**src/sv/mqphi_pkg.sv**
```systemverilog
`timescale 1ns / 1ps
// ----------------------------------------------------------------------------
// mqphi_pkg
// Shared types and defaults for the multi-queue request buffer: result kind
// codes and the control / status groups passed between top level and cells.
// ----------------------------------------------------------------------------
package mqphi_pkg;

   // default sizing
   localparam int QUEUES_DEF  = 8;
   localparam int DEPTH_DEF   = 16;
   localparam int ID_BITS_DEF = 16;

   // port widths fixed by the transaction format
   localparam int ID_PORT_W   = 16;
   localparam int INDEX_W     = 3;
   // only queues below this count can be addressed or served
   localparam int REACH_MAX   = 8;

   // result kinds
   typedef enum logic [1:0] {
      KIND_ENQUEUED = 2'd0,
      KIND_REJECTED = 2'd1,
      KIND_SERVED   = 2'd2,
      KIND_IDLE     = 2'd3
   } kind_type;

   // top level to cell
   typedef struct packed {
      logic enq;       // write this request into the queue
      logic urgent;    // insert at head instead of tail
   } cell_ctrl_type;

   // cell to top level
   typedef struct packed {
      logic tok;       // service token sits in this cell
      logic nonempty;
      logic full;
      logic pop;       // head is being removed this cycle
      logic last_pop;  // no non-empty served queue after this one
   } cell_stat_type;

endpackage

```
**src/sv/multi_queue_priority_head_insert_top.sv**
```systemverilog
`timescale 1ns / 1ps
// ----------------------------------------------------------------------------
// multi_queue_priority_head_insert_top
// Bank of request queues with urgent head insert and index-order service.
// ----------------------------------------------------------------------------
// Usage:
//  A transaction is taken when start is high and busy is low. req_mode 0
//  enqueues req_request_id into queue req_queue_index (head if req_urgent,
//  else tail); req_mode 1 runs one service round over queues 0..7.
//  Enqueue: one result, in the cycle after the transaction, kind enqueued
//  or rejected (queue full or index out of range). busy stays low, so an
//  enqueue can be taken every cycle while no service round runs.
//  Service: a token walks the chain of queue cells, one cell per cycle; each
//  non-empty cell pops its head and the served id shows in the next cycle.
//  busy is high while the token is in the chain; results come at most
//  one per cycle, rsp_last marks the final one. A round with nothing to
//  serve gives one idle result in the cycle after the transaction.
//  Every result is on the rsp_ ports for exactly one cycle, flagged by
//  rsp_strobe; the receiver cannot stall. rsp_all_empty reports the state
//  after that result.
//  Reset empties all queues and drops any pending round and result.
// ----------------------------------------------------------------------------
module multi_queue_priority_head_insert_top #(
   parameter int QUEUES  = mqphi_pkg::QUEUES_DEF,
   parameter int DEPTH   = mqphi_pkg::DEPTH_DEF,
   parameter int ID_BITS = mqphi_pkg::ID_BITS_DEF
) (
   input  logic                             clock,
   input  logic                             reset,
   input  logic                             start,
   output logic                             busy,
   input  logic                             req_mode,
   input  logic [mqphi_pkg::INDEX_W-1:0]    req_queue_index,
   input  logic [mqphi_pkg::ID_PORT_W-1:0]  req_request_id,
   input  logic                             req_urgent,
   output logic                             rsp_strobe,
   output logic [1:0]                       rsp_kind,
   output logic [mqphi_pkg::ID_PORT_W-1:0]  rsp_served_id,
   output logic [mqphi_pkg::INDEX_W-1:0]    rsp_station,
   output logic                             rsp_all_empty,
   output logic                             rsp_last
);
   import mqphi_pkg::*;

   localparam int SW    = (ID_BITS < ID_PORT_W) ? ID_BITS : ID_PORT_W;
   localparam int REACH = (QUEUES < REACH_MAX) ? QUEUES : REACH_MAX;
   localparam int QW    = (QUEUES > 1) ? $clog2(QUEUES) : 1;

   logic              accept, enq_acc, srv_acc;
   logic [QUEUES-1:0] sel, tok_in, tok_out, later_in, later_out;
   cell_ctrl_type     ctrl   [QUEUES];
   cell_stat_type     stat   [QUEUES];
   logic [SW-1:0]     rd_data[QUEUES];

   logic              sel_any, sel_full, any_pop, pop_last, any_tok, any_nonempty;
   logic [QW-1:0]     pop_idx;
   logic              rejected;

   // result register
   logic              valid_ff, valid_in;
   kind_type          kind_ff, kind_in;
   logic [SW-1:0]     id_ff, id_in;
   logic [INDEX_W-1:0] station_ff, station_in;
   logic              mem_src_ff, mem_src_in;
   logic              last_ff, last_in;
   logic [QW-1:0]     cell_ff, cell_in;

   assign accept  = start & ~busy;
   assign enq_acc = accept & ~req_mode;
   assign srv_acc = accept & req_mode;

   // chain of queue cells
   for (genvar i = 0; i < QUEUES; i++) begin : g_cell
      assign sel[i]         = (32'(req_queue_index) == i);
      assign ctrl[i].enq    = enq_acc & sel[i];
      assign ctrl[i].urgent = req_urgent;

      if (i == QUEUES - 1) begin : g_end
         assign later_in[i] = 1'b0;
      end else begin : g_mid
         assign later_in[i] = later_out[i+1];
      end

      if (i == 0) begin : g_first
         assign tok_in[i] = srv_acc & later_out[0];
      end else begin : g_next
         assign tok_in[i] = tok_out[i-1];
      end

      mqphi_cell #(
         .DEPTH     (DEPTH),
         .SW        (SW),
         .REACHABLE (i < REACH)
      ) u_cell (
         .clock     (clock),
         .reset     (reset),
         .ctrl      (ctrl[i]),
         .wr_id     (req_request_id[SW-1:0]),
         .tok_in    (tok_in[i]),
         .later_in  (later_in[i]),
         .tok_out   (tok_out[i]),
         .later_out (later_out[i]),
         .stat      (stat[i]),
         .rd_data   (rd_data[i])
      );
   end

   // status gathered across the cells
   always_comb begin
      sel_any      = 1'b0;
      sel_full     = 1'b0;
      any_pop      = 1'b0;
      pop_last     = 1'b0;
      any_tok      = 1'b0;
      any_nonempty = 1'b0;
      pop_idx      = '0;
      for (int i = 0; i < QUEUES; i++) begin
         sel_any      = sel_any | sel[i];
         sel_full     = sel_full | (sel[i] & stat[i].full);
         any_tok      = any_tok | stat[i].tok;
         any_nonempty = any_nonempty | stat[i].nonempty;
         if (stat[i].pop) begin
            any_pop  = 1'b1;
            pop_last = stat[i].last_pop;
            pop_idx  = QW'(i);
         end
      end
   end

   assign busy     = any_tok;
   assign rejected = ~sel_any | sel_full;

   // next result
   always_comb begin
      valid_in   = 1'b0;
      kind_in    = kind_ff;
      id_in      = id_ff;
      station_in = station_ff;
      mem_src_in = mem_src_ff;
      last_in    = last_ff;
      cell_in    = cell_ff;
      priority if (enq_acc) begin
         valid_in   = 1'b1;
         kind_in    = rejected ? KIND_REJECTED : KIND_ENQUEUED;
         id_in      = req_request_id[SW-1:0];
         station_in = req_queue_index;
         mem_src_in = 1'b0;
         last_in    = 1'b1;
      end else if (srv_acc && !later_out[0]) begin
         valid_in   = 1'b1;
         kind_in    = KIND_IDLE;
         id_in      = '0;
         station_in = '0;
         mem_src_in = 1'b0;
         last_in    = 1'b1;
      end else if (any_pop) begin
         valid_in   = 1'b1;
         kind_in    = KIND_SERVED;
         station_in = INDEX_W'(pop_idx);
         cell_in    = pop_idx;
         mem_src_in = 1'b1;
         last_in    = pop_last;
      end
   end

   always_ff @(posedge clock) begin
      if (reset) begin
         valid_ff <= 1'b0;
      end else begin
         valid_ff <= valid_in;
      end
   end

   always_ff @(posedge clock) begin
      kind_ff    <= kind_in;
      id_ff      <= id_in;
      station_ff <= station_in;
      mem_src_ff <= mem_src_in;
      last_ff    <= last_in;
      cell_ff    <= cell_in;
   end

   // result ports; emptiness is taken from the queue state as it stands now
   assign rsp_strobe    = valid_ff;
   assign rsp_kind      = kind_ff;
   assign rsp_served_id = mem_src_ff ? ID_PORT_W'(rd_data[cell_ff]) : ID_PORT_W'(id_ff);
   assign rsp_station   = station_ff;
   assign rsp_all_empty = ~any_nonempty;
   assign rsp_last      = last_ff;

endmodule

```
**src/sv/mqphi_cell.sv**
```systemverilog
`timescale 1ns / 1ps
// ----------------------------------------------------------------------------
// mqphi_cell
// One queue of the chain: circular buffer with head pointer and occupancy,
// head or tail insert, and a service token that walks on to the next cell.
// ----------------------------------------------------------------------------
module mqphi_cell #(
   parameter int DEPTH     = 16,
   parameter int SW        = 16,
   parameter bit REACHABLE = 1'b1
) (
   input  logic                     clock,
   input  logic                     reset,
   input  mqphi_pkg::cell_ctrl_type ctrl,
   input  logic [SW-1:0]            wr_id,
   input  logic                     tok_in,
   input  logic                     later_in,
   output logic                     tok_out,
   output logic                     later_out,
   output mqphi_pkg::cell_stat_type stat,
   output logic [SW-1:0]            rd_data
);
   import mqphi_pkg::*;

   localparam int PW   = $clog2(DEPTH);
   localparam int OW   = $clog2(DEPTH + 1);
   localparam int SUMW = PW + 1;

   logic [PW-1:0]   head_ff, head_in;
   logic [OW-1:0]   occ_ff, occ_in;
   logic            tok_ff, tok_in_next;
   logic [SW-1:0]   mem_ff [DEPTH];
   logic [SW-1:0]   rd_data_ff;

   logic            nonempty, full, pop, wr_en;
   logic [PW-1:0]   head_dec, head_inc, tail, wr_addr;
   logic [SUMW-1:0] tail_sum;

   assign nonempty = (occ_ff != '0);
   assign full     = (occ_ff == OW'(DEPTH));
   assign pop      = tok_ff & nonempty;
   assign wr_en    = ctrl.enq & ~full;

   // circular pointer arithmetic
   assign head_dec = (head_ff == '0) ? PW'(DEPTH - 1) : head_ff - PW'(1);
   assign head_inc = (head_ff == PW'(DEPTH - 1)) ? '0 : head_ff + PW'(1);
   assign tail_sum = SUMW'(head_ff) + SUMW'(occ_ff);
   assign tail     = (tail_sum >= SUMW'(DEPTH)) ? PW'(tail_sum - SUMW'(DEPTH))
                                                : PW'(tail_sum);
   assign wr_addr  = ctrl.urgent ? head_dec : tail;

   // pointer and occupancy update
   always_comb begin
      head_in = head_ff;
      occ_in  = occ_ff;
      if (wr_en) begin
         if (ctrl.urgent) begin
            head_in = head_dec;
         end
         occ_in = occ_ff + OW'(1);
      end else if (pop) begin
         head_in = head_inc;
         occ_in  = occ_ff - OW'(1);
      end
   end

   // token moves on only while a later served queue holds something
   assign tok_out     = tok_ff & later_in;
   assign tok_in_next = tok_in;
   assign later_out   = later_in | (nonempty & REACHABLE);

   always_ff @(posedge clock) begin
      if (reset) begin
         head_ff <= '0;
         occ_ff  <= '0;
         tok_ff  <= 1'b0;
      end else begin
         head_ff <= head_in;
         occ_ff  <= occ_in;
         tok_ff  <= tok_in_next;
      end
   end

   // entry storage, registered read of the head
   always_ff @(posedge clock) begin
      if (wr_en) begin
         mem_ff[wr_addr] <= wr_id;
      end
      if (pop) begin
         rd_data_ff <= mem_ff[head_ff];
      end
   end

   assign rd_data       = rd_data_ff;
   assign stat.tok      = tok_ff;
   assign stat.nonempty = nonempty;
   assign stat.full     = full;
   assign stat.pop      = pop;
   assign stat.last_pop = ~later_in;

endmodule
```
**config.mk**
```make
export PLATFORM = sky130hd
export DESIGN_NAME = multi_queue_priority_head_insert_top
export DESIGN_NICKNAME = d
export VERILOG_FILES = /design/src/sv/mqphi_pkg.sv /design/src/sv/multi_queue_priority_head_insert_top.sv /design/src/sv/mqphi_cell.sv
export SDC_FILE = /design/constraint.sdc
export NUM_CORES = 2
export LEC_CHECK = 0
export BUFFER_PORTS_ARGS = -buffer_cell sky130_fd_sc_hd__buf_2
export CAP_MARGIN = 10
export CORE_MARGIN = 2
export CORE_UTILIZATION = 65
export CTS_BUF_LIST = sky130_fd_sc_hd__clkbuf_8
export DETAILED_ROUTE_END_ITERATION = 10
export MAX_ROUTING_LAYER = met4
export PLACE_DENSITY = 0.81
export SLEW_MARGIN = 25
export SYNTH_ARGS = -nofsm -noshare
export SYNTH_HDL_FRONTEND = slang
export SYNTH_SLANG_ARGS = --single-unit
```
**constraint.sdc**
```tcl
create_clock -name clock -period 4.4 [get_ports clock]
set_input_delay 0.66 -clock clock [delete_from_list [all_inputs] [get_ports clock]]
set_output_delay 0.66 -clock clock [all_outputs]
set_load 0.005 [all_outputs]
```
* Yosys cells after proc, flatten, opt, wreduce, memory -nomap -nowiden
Memory sizes are Yosys's and may differ from the RTL's. A register that Yosys moved wholly into a read port is not among the register bits. Index checks and enable logic that the tools add are counted.
Operators by class: reductions and logical operators 39, $lt $le $gt $ge 9, eq/ne operators 31, bitwise logic cells 101, $add $sub $neg 48, muxes and demuxes 127
Operator list (number):
- 4-bit two-way mux | 56
- 16-bit two-way mux | 5
- 5-bit two-way mux | 16
- 4-bit by 1-bit subtractor with 4-bit output (second input constant) | 16
- 16-bit binary-select mux with 3-bit select | 1
- 1-bit bitwise AND | 43
- 4-bit by 5-bit adder with 5-bit output | 8
- 5-bit by 1-bit adder with 5-bit output (second input constant) | 8
- 5-bit == test (second input constant) | 8
- 5-bit >= comparator (second input constant) | 8
- 5-bit nonzero test | 8
- 5-bit by 1-bit subtractor with 5-bit output (second input constant) | 8
- 1-bit two-way mux | 37
- 1-bit OR | 36
- 4-bit by 1-bit adder with 4-bit output (second input constant) | 8
- 4-bit == test (second input constant) | 8
- 4-bit zero test | 8
- 3-bit two-way mux | 9
- 1-bit inverter | 21
- 2-bit nonzero test | 9
- 2-bit != test (second input constant) | 8
- 2-bit AND reduction | 8
- 3-bit == test (second input constant) | 4
- 3-bit by 2-bit == test with 1-bit output (second input constant) | 2
- 10 further kinds | 12
Word-level totals: memory bits (writable) 2048, bits of input ports 24, register bits 107, logic and storage cells 394, memories 8, output and inout port bits 25
Memory list:
- g_cell[0].u_cell.mem_ff | depth 16, width 16, read ports 1, clocked after memory_dff 1, write ports 1, line mqphi_cell.sv:32 | logic [SW-1:0] mem_ff [DEPTH];
- g_cell[1].u_cell.mem_ff | depth 16, width 16, read ports 1, clocked after memory_dff 1, write ports 1, line mqphi_cell.sv:32
- g_cell[2].u_cell.mem_ff | depth 16, width 16, read ports 1, clocked after memory_dff 1, write ports 1, line mqphi_cell.sv:32
- g_cell[3].u_cell.mem_ff | depth 16, width 16, read ports 1, clocked after memory_dff 1, write ports 1, line mqphi_cell.sv:32
- g_cell[4].u_cell.mem_ff | depth 16, width 16, read ports 1, clocked after memory_dff 1, write ports 1, line mqphi_cell.sv:32
- g_cell[5].u_cell.mem_ff | depth 16, width 16, read ports 1, clocked after memory_dff 1, write ports 1, line mqphi_cell.sv:32
- +2 memories

* Longest topological paths before layout
word-level depth 16, gate-level depth with buffers 12

* Modules after synthesis
A second synthesis with hierarchy kept.
Unflattened totals: cells, all modules 4841, area total of the unflattened synthesis 92982.9 µm²
By module, submodules not included:
- mqphi_cell (g_cell[0].u_cell ...) | seq. area each 8368.0 µm², times used 6, area each 11335.9 µm², cells an instance 584
- mqphi_cell (g_cell[7].u_cell) | seq. area each 8368.0 µm², times used 1, area each 11352.1 µm², cells an instance 569
- mqphi_cell (g_cell[1].u_cell) | seq. area each 8368.0 µm², times used 1, area each 11245.8 µm², cells an instance 563
- multi_queue_priority_head_insert_top | seq. area each 780.7 µm², times used 1, area each 2369.8 µm², cells an instance 205

* Worst setup path after synthesis
No wires, ideal clock.
path type register to register, start register g_cell[2].u_cell.head_ff[0], end memory g_cell[2].u_cell.mem_ff[2][0], enable pin, required time 4012 ps, library setup time 388 ps, clock period less this slack 3188 ps, cell stages (with the launch flop) 8, buffers on the path 2, arrival 2800 ps, path slack 1212 ps, cells stage by stage dfxtp_1 > clkbuf_1 > clkbuf_1 > inv_1 > ha_1 > mux2_2 > or3_1 > nor2_1
Between the ends: word-level cells in the longest chain between the ends 4, elaborated cells on any way between the ends 8, classes of those cells add/sub: 3; order compare: 1; mux: 3; reduce/logical: 1
RTL lines:
- start, declared | line mqphi_cell.sv:29 | logic [PW-1:0] head_ff, head_in;
- start signal, assigned | line mqphi_cell.sv:78 | head_ff <= head_in;
- 4-bit by 5-bit adder with 5-bit output | line mqphi_cell.sv:47 | assign tail_sum = SUMW'(head_ff) + SUMW'(occ_ff);
- 4-bit by 1-bit subtractor with 4-bit output / 5-bit >= comparator (equally long branches) | line mqphi_cell.sv:48 | assign tail = (tail_sum >= SUMW'(DEPTH)) ? PW'(tail_sum - SUMW'(DEPTH))
- 4-bit two-way mux | line mqphi_cell.sv:48
- 4-bit two-way mux * | line mqphi_cell.sv:50 | assign wr_addr = ctrl.urgent ? head_dec : tail;
- end, declared | line mqphi_cell.sv:32
Mark *: on every way between the ends. The rest lies on a longest branch, timed or not.

* Worst setup path in the final report
start register cell_ff[0], end output port rsp_served_id[12] (netlist name)
Between the ends: word-level cells in the longest chain between the ends 5
RTL lines:
- start, declared | line multi_queue_priority_head_insert_top.sv:66 | logic [QW-1:0] cell_ff, cell_in;
- start signal, assigned | line multi_queue_priority_head_insert_top.sv:180 | cell_ff <= cell_in;
- 3-bit inverter with 4-bit output (implied by the code) | line multi_queue_priority_head_insert_top.sv:186 | assign rsp_served_id = mem_src_ff ? ID_PORT_W'(rd_data[cell_ff]) : ID_PORT_W'(id_ff);
- 16-bit binary-select mux with 3-bit select | line multi_queue_priority_head_insert_top.sv:186
- 16-bit two-way mux (implied by the code) (2 in a row) | line multi_queue_priority_head_insert_top.sv:186
- 16-bit two-way mux | line multi_queue_priority_head_insert_top.sv:186
- end, declared | line multi_queue_priority_head_insert_top.sv:38 | output logic [mqphi_pkg::ID_PORT_W-1:0] rsp_served_id,
Every way passes these cells. The select of a mux whose other input is x is not followed.

==> reports/results.txt <==
Run status = finished, final reports clean
Number of distinct library cell variants in the gate-level netlist after synthesis = 71
TritonCTS clock tree = built
Latest clock arrival within the worst-skew pair = 1.03 ns
Setup tns final = 0 ns
P&R area growth vs syn = 11.0%
Arrival @ worst endpoint = 3.56 ns
Share of flip-flops with an asynchronous set or reset = 0%
Overall fraction of global-route tracks in use = 30.5%
Wire length of the first global-routing pass = 300000 um
Register bit total from synthesis = 2283
Synth Flop Type = sky130_fd_sc_hd__edfxtp_1
Critical Path Sink = rsp_served_id[12]
Synth Net Count = 4314
Cell Area, Synth = 90300 um2
Largest net degree at the start of global routing = 130
Unrepaired setup endpoints after global routing = no
Critical path startpoint category = flip-flop
Net switching share of the total power = 21.4%
Slew @ Worst Pin = 1.08 ns
Die Area = 142000 um2
Seq pwr share = 57.3%
Max Fclk = 0.237 GHz
Die Span Y = 377 um
Ports placed on the boundary = 49
Max clock buf depth = 4
Launching element of the worst setup path = cell_ff[0]$_DFFE_PP_
Launch instance of the worst register-to-register path = g_cell[4].u_cell.tok_ff$_SDFF_PP0_
Total setup buffers inserted after CTS = 0
CP Max Fanout = 12
FF-to-FF setup slack = 0.73 ns
VDD IR max = 0.000229 V
Average wire per cell in the routed design = 30.7 um
Number of buffers added by the clock tree synthesis step = 359
Layout Skew = 0.0796 ns
Final number of max-transition violations = 0
Power density normalized to cell area = 417 nW/um2
Net count reported at finish = 4723
Site Rows = 136
Cell type contributing the most total cell area after synthesis = sky130_fd_sc_hd__edfxtp_1
Residual DRC count = 0
Area share of the leading cell type in the synthesized netlist = 73.1%
Post-Route Hold Slack = 0.0657 ns
Required time at the endpoint of the critical path = 3.74 ns
Initial antenna violation count = 20
Number of H-tree levels = 5
CORE AREA = 138000 um2
GR Overflow Total = 0
Internal power consumption = 32.9 mW
Top cells by area in the synthesized netlist = sky130_fd_sc_hd__edfxtp_1, sky130_fd_sc_hd__mux4_2, sky130_fd_sc_hd__dfxtp_1
DR vias/cell = 6.68
Rel. slew slack = 27.8%
Die width = 377 um
Drt initial violations = 6930
CTS Root Buffer Type = sky130_fd_sc_hd__clkbuf_8
Clock Pin Slew Worst Setup and Hold Paths = 0.06 ns
Post-DRT Antenna Nets = 0
Detailed Routing Iterations Pass 1 = 6
Mapped Cells = 4204
Gpl congestion = 0.928
Count of vias placed by the detailed router = 44600
Number of max-capacitance violations reported = 0
Share of the cycle needed by the critical path after routing = 95.8%
Post-DP HPWL = 126000 um
Worst min path class = input pin to flip-flop
Clk sinks = 2283
Sequential share of the synthesized area = 75.0%
Fraction of power consumed by the clock network = 39.0%
Static leakage power = 31.9 nW
Final min period = 4.22 ns
Register-to-Register Path Depth = 8
Sw power = 8.96 mW
WS Path Type = flip-flop to primary output
Share of layout cells above drive strength 1 = 29.6%
CP Capture Type = primary output
Number of flops mapped to enable cells by yosys = 2200
Count of endpoints failing hold in the final timing report = 0
Average footprint of a synthesized cell = 21.5 um2
Worst R2R End = g_cell[6].u_cell.mem_ff[1][5]$_DFFE_PP_
Starting Density = 65.6%
Final routed wirelength across all metal layers = 205000 um
Final setup vio count = 0
Vias in the first global route = 44400
Yosys synthesis warning count = 0
Count of port buffers added during placement = 48
Share of power burned in combinational logic = 3.7%
stage by stage:
stage	util, %	setup slack (ns)	total power, mW	area, um2	cells
after detailed placement	68.1	0.702	25.9	93700	6039
after CTS	72.8	0.115	42.0	100000	6658
after floorplan	-	1.21	25.2	90300	4204
after global routing	72.8	0.0310	43.1	100000	6669
after global placement	68.1	0.698	25.9	93700	6038
final	72.9	0.184	41.8	100000	6674
flip-flops by register name, indices dropped and copies added (netlist names):
| signal | cells |
|---|---|
| rsp_last | 1 |
| id_ff | 16 |
| cell_ff | 3 |
| g_cell.u_cell.mem_ff | 2048 |
| mem_src_ff | 1 |
| rsp_station | 3 |
| g_cell.u_cell.occ_ff | 40 |
| rsp_strobe | 1 |
| g_cell.u_cell.tok_ff | 8 |
| g_cell.u_cell.head_ff | 32 |
| g_cell.u_cell.rd_data | 128 |
| rsp_kind | 2 |
Yosys cell counts (4+ instances only):
cell / number
sky130_fd_sc_hd__mux4_2: 673
sky130_fd_sc_hd__and4_1: 4
sky130_fd_sc_hd__inv_1: 66
sky130_fd_sc_hd__nand2_1: 97
sky130_fd_sc_hd__a21o_1: 32
sky130_fd_sc_hd__o21ai_0: 36
sky130_fd_sc_hd__nor3b_1: 6
sky130_fd_sc_hd__xnor2_1: 45
sky130_fd_sc_hd__and3_1: 5
sky130_fd_sc_hd__o41ai_1: 4
sky130_fd_sc_hd__nand4_1: 7
sky130_fd_sc_hd__o21ai_2: 4
sky130_fd_sc_hd__and2_1: 18
sky130_fd_sc_hd__nor2b_1: 10
sky130_fd_sc_hd__o31ai_1: 20
sky130_fd_sc_hd__or3_1: 5
sky130_fd_sc_hd__mux2i_1: 45
sky130_fd_sc_hd__inv_2: 4
sky130_fd_sc_hd__nand3_1: 32
sky130_fd_sc_hd__a221oi_1: 9
sky130_fd_sc_hd__a211oi_1: 16
sky130_fd_sc_hd__o211ai_1: 5
sky130_fd_sc_hd__nand2b_1: 10
sky130_fd_sc_hd__mux2_2: 10
sky130_fd_sc_hd__buf_2: 21
sky130_fd_sc_hd__nor2_1: 235
sky130_fd_sc_hd__ha_1: 70
sky130_fd_sc_hd__dfxtp_1: 83
sky130_fd_sc_hd__fa_1: 16
sky130_fd_sc_hd__buf_1: 57
sky130_fd_sc_hd__or4_1: 4
sky130_fd_sc_hd__nor4_1: 10
sky130_fd_sc_hd__a21oi_1: 97
sky130_fd_sc_hd__clkbuf_1: 141
sky130_fd_sc_hd__a31oi_1: 7
sky130_fd_sc_hd__xor2_1: 23
sky130_fd_sc_hd__or2_2: 4
sky130_fd_sc_hd__o21a_1: 7
sky130_fd_sc_hd__nor3_1: 15
sky130_fd_sc_hd__edfxtp_1: 2200
sky130_fd_sc_hd__a22oi_1: 4
cell type report:
type                            instances  area (um2)
Multi-Input combinational cell       1628       21500
Clock inverter                        245        1330
Fill cell                            7349       37400
Inverter                               71         268
Timing Repair Buffer                  270        2070
Sequential cell                      2283       67800
Clock buffer                          369        5080
Antenna cell                           14        35.0
Tap cell                             1794        2240
per-layer routing:
metal | track usage, % | routed length, um | vias to the layer above
met2 | 44.1 | 96000 | 2925
met3 | 7.02 | 25000 | 321
met1 | 44.9 | 78800 | 23000
met4 | 8.35 | 4720 | 0
met5 | - | 0 | -
li1 | - | - | 18400
power groups by stage:
stage	sequential (mW)	clock (mW)	combinational (mW)
after floorplan	24.4	0	0.781
after global placement	24.4	0	1.45
after detailed placement	24.4	0	1.50
after CTS	24.0	16.5	1.52
after global routing	24.0	17.4	1.65
final	24.0	16.3	1.54
layout by cell type, fill, tap and decap left out, types with 12 or more instances in the layout:
cell	n
sky130_fd_sc_hd__edfxtp_1	2200
sky130_fd_sc_hd__mux4_2	673
sky130_fd_sc_hd__clkbuf_8	369
sky130_fd_sc_hd__nor2_1	235
sky130_fd_sc_hd__buf_4	224
sky130_fd_sc_hd__inv_1	166
sky130_fd_sc_hd__nand2_1	97
sky130_fd_sc_hd__a21oi_1	94
sky130_fd_sc_hd__clkinv_1	76
sky130_fd_sc_hd__ha_1	70
sky130_fd_sc_hd__dfxtp_1	67
sky130_fd_sc_hd__clkinv_2	49
sky130_fd_sc_hd__mux2i_1	45
sky130_fd_sc_hd__xnor2_1	45
sky130_fd_sc_hd__o21ai_0	36
sky130_fd_sc_hd__a21o_1	32
sky130_fd_sc_hd__nand3_1	32
sky130_fd_sc_hd__buf_2	30
sky130_fd_sc_hd__xor2_1	23
sky130_fd_sc_hd__o31ai_1	20
sky130_fd_sc_hd__and2_1	18
sky130_fd_sc_hd__a211oi_1	16
sky130_fd_sc_hd__fa_1	16
sky130_fd_sc_hd__nor3_1	15
sky130_fd_sc_hd__diode_2	14
sky130_fd_sc_hd__bufinv_16	12
critical path: stages (launching register included):
cell and delay [ns]:
sky130_fd_sc_hd__edfxtp_1 0.90, sky130_fd_sc_hd__buf_4 0.37, sky130_fd_sc_hd__mux4_2 0.66, sky130_fd_sc_hd__mux2i_1 0.18
sky130_fd_sc_hd__a21oi_1 0.21, sky130_fd_sc_hd__buf_2 0.20
logic make-up after synthesis:
logic type                 count (synthesis)  synth area share, %
AOI/OAI and AO/OA                        261                 1.85
xor gates and xnor gates                  68                0.659
adders and majority gates                 86                 1.32
DFF                                     2283                 75.0
muxes                                    728                 17.4
buffers and inverters                    293                 1.26
and+or+nand+nor                          485                 2.54
how the worst min path moves through the flow:
stage                     slack (ns)                               start  depth (start not counted)                                         to
after floorplan                 0.44  g_cell[3].u_cell.tok_ff$_SDFF_PP0_                          2         g_cell[4].u_cell.tok_ff$_SDFF_PP0_
after global placement          0.47  g_cell[3].u_cell.tok_ff$_SDFF_PP0_                          2         g_cell[4].u_cell.tok_ff$_SDFF_PP0_
after detailed placement        0.47  g_cell[3].u_cell.tok_ff$_SDFF_PP0_                          2         g_cell[4].u_cell.tok_ff$_SDFF_PP0_
after CTS                      0.002                  req_request_id[12]                          1  g_cell[2].u_cell.mem_ff[14][12]$_DFFE_PP_
after global routing           0.008                   req_request_id[1]                          1   g_cell[4].u_cell.mem_ff[12][1]$_DFFE_PP_
final                           0.07                   req_request_id[1]                          1    g_cell[4].u_cell.mem_ff[6][1]$_DFFE_PP_
timing repair:
item,4_1_cts,5_1_grt
endpoints found under the hold margin,26,0
pin swaps,0,0
hold buffers,5,0
resized for setup,1,3
endpoints found under the setup margin,1,3
(Power assumes the default switching activity.)
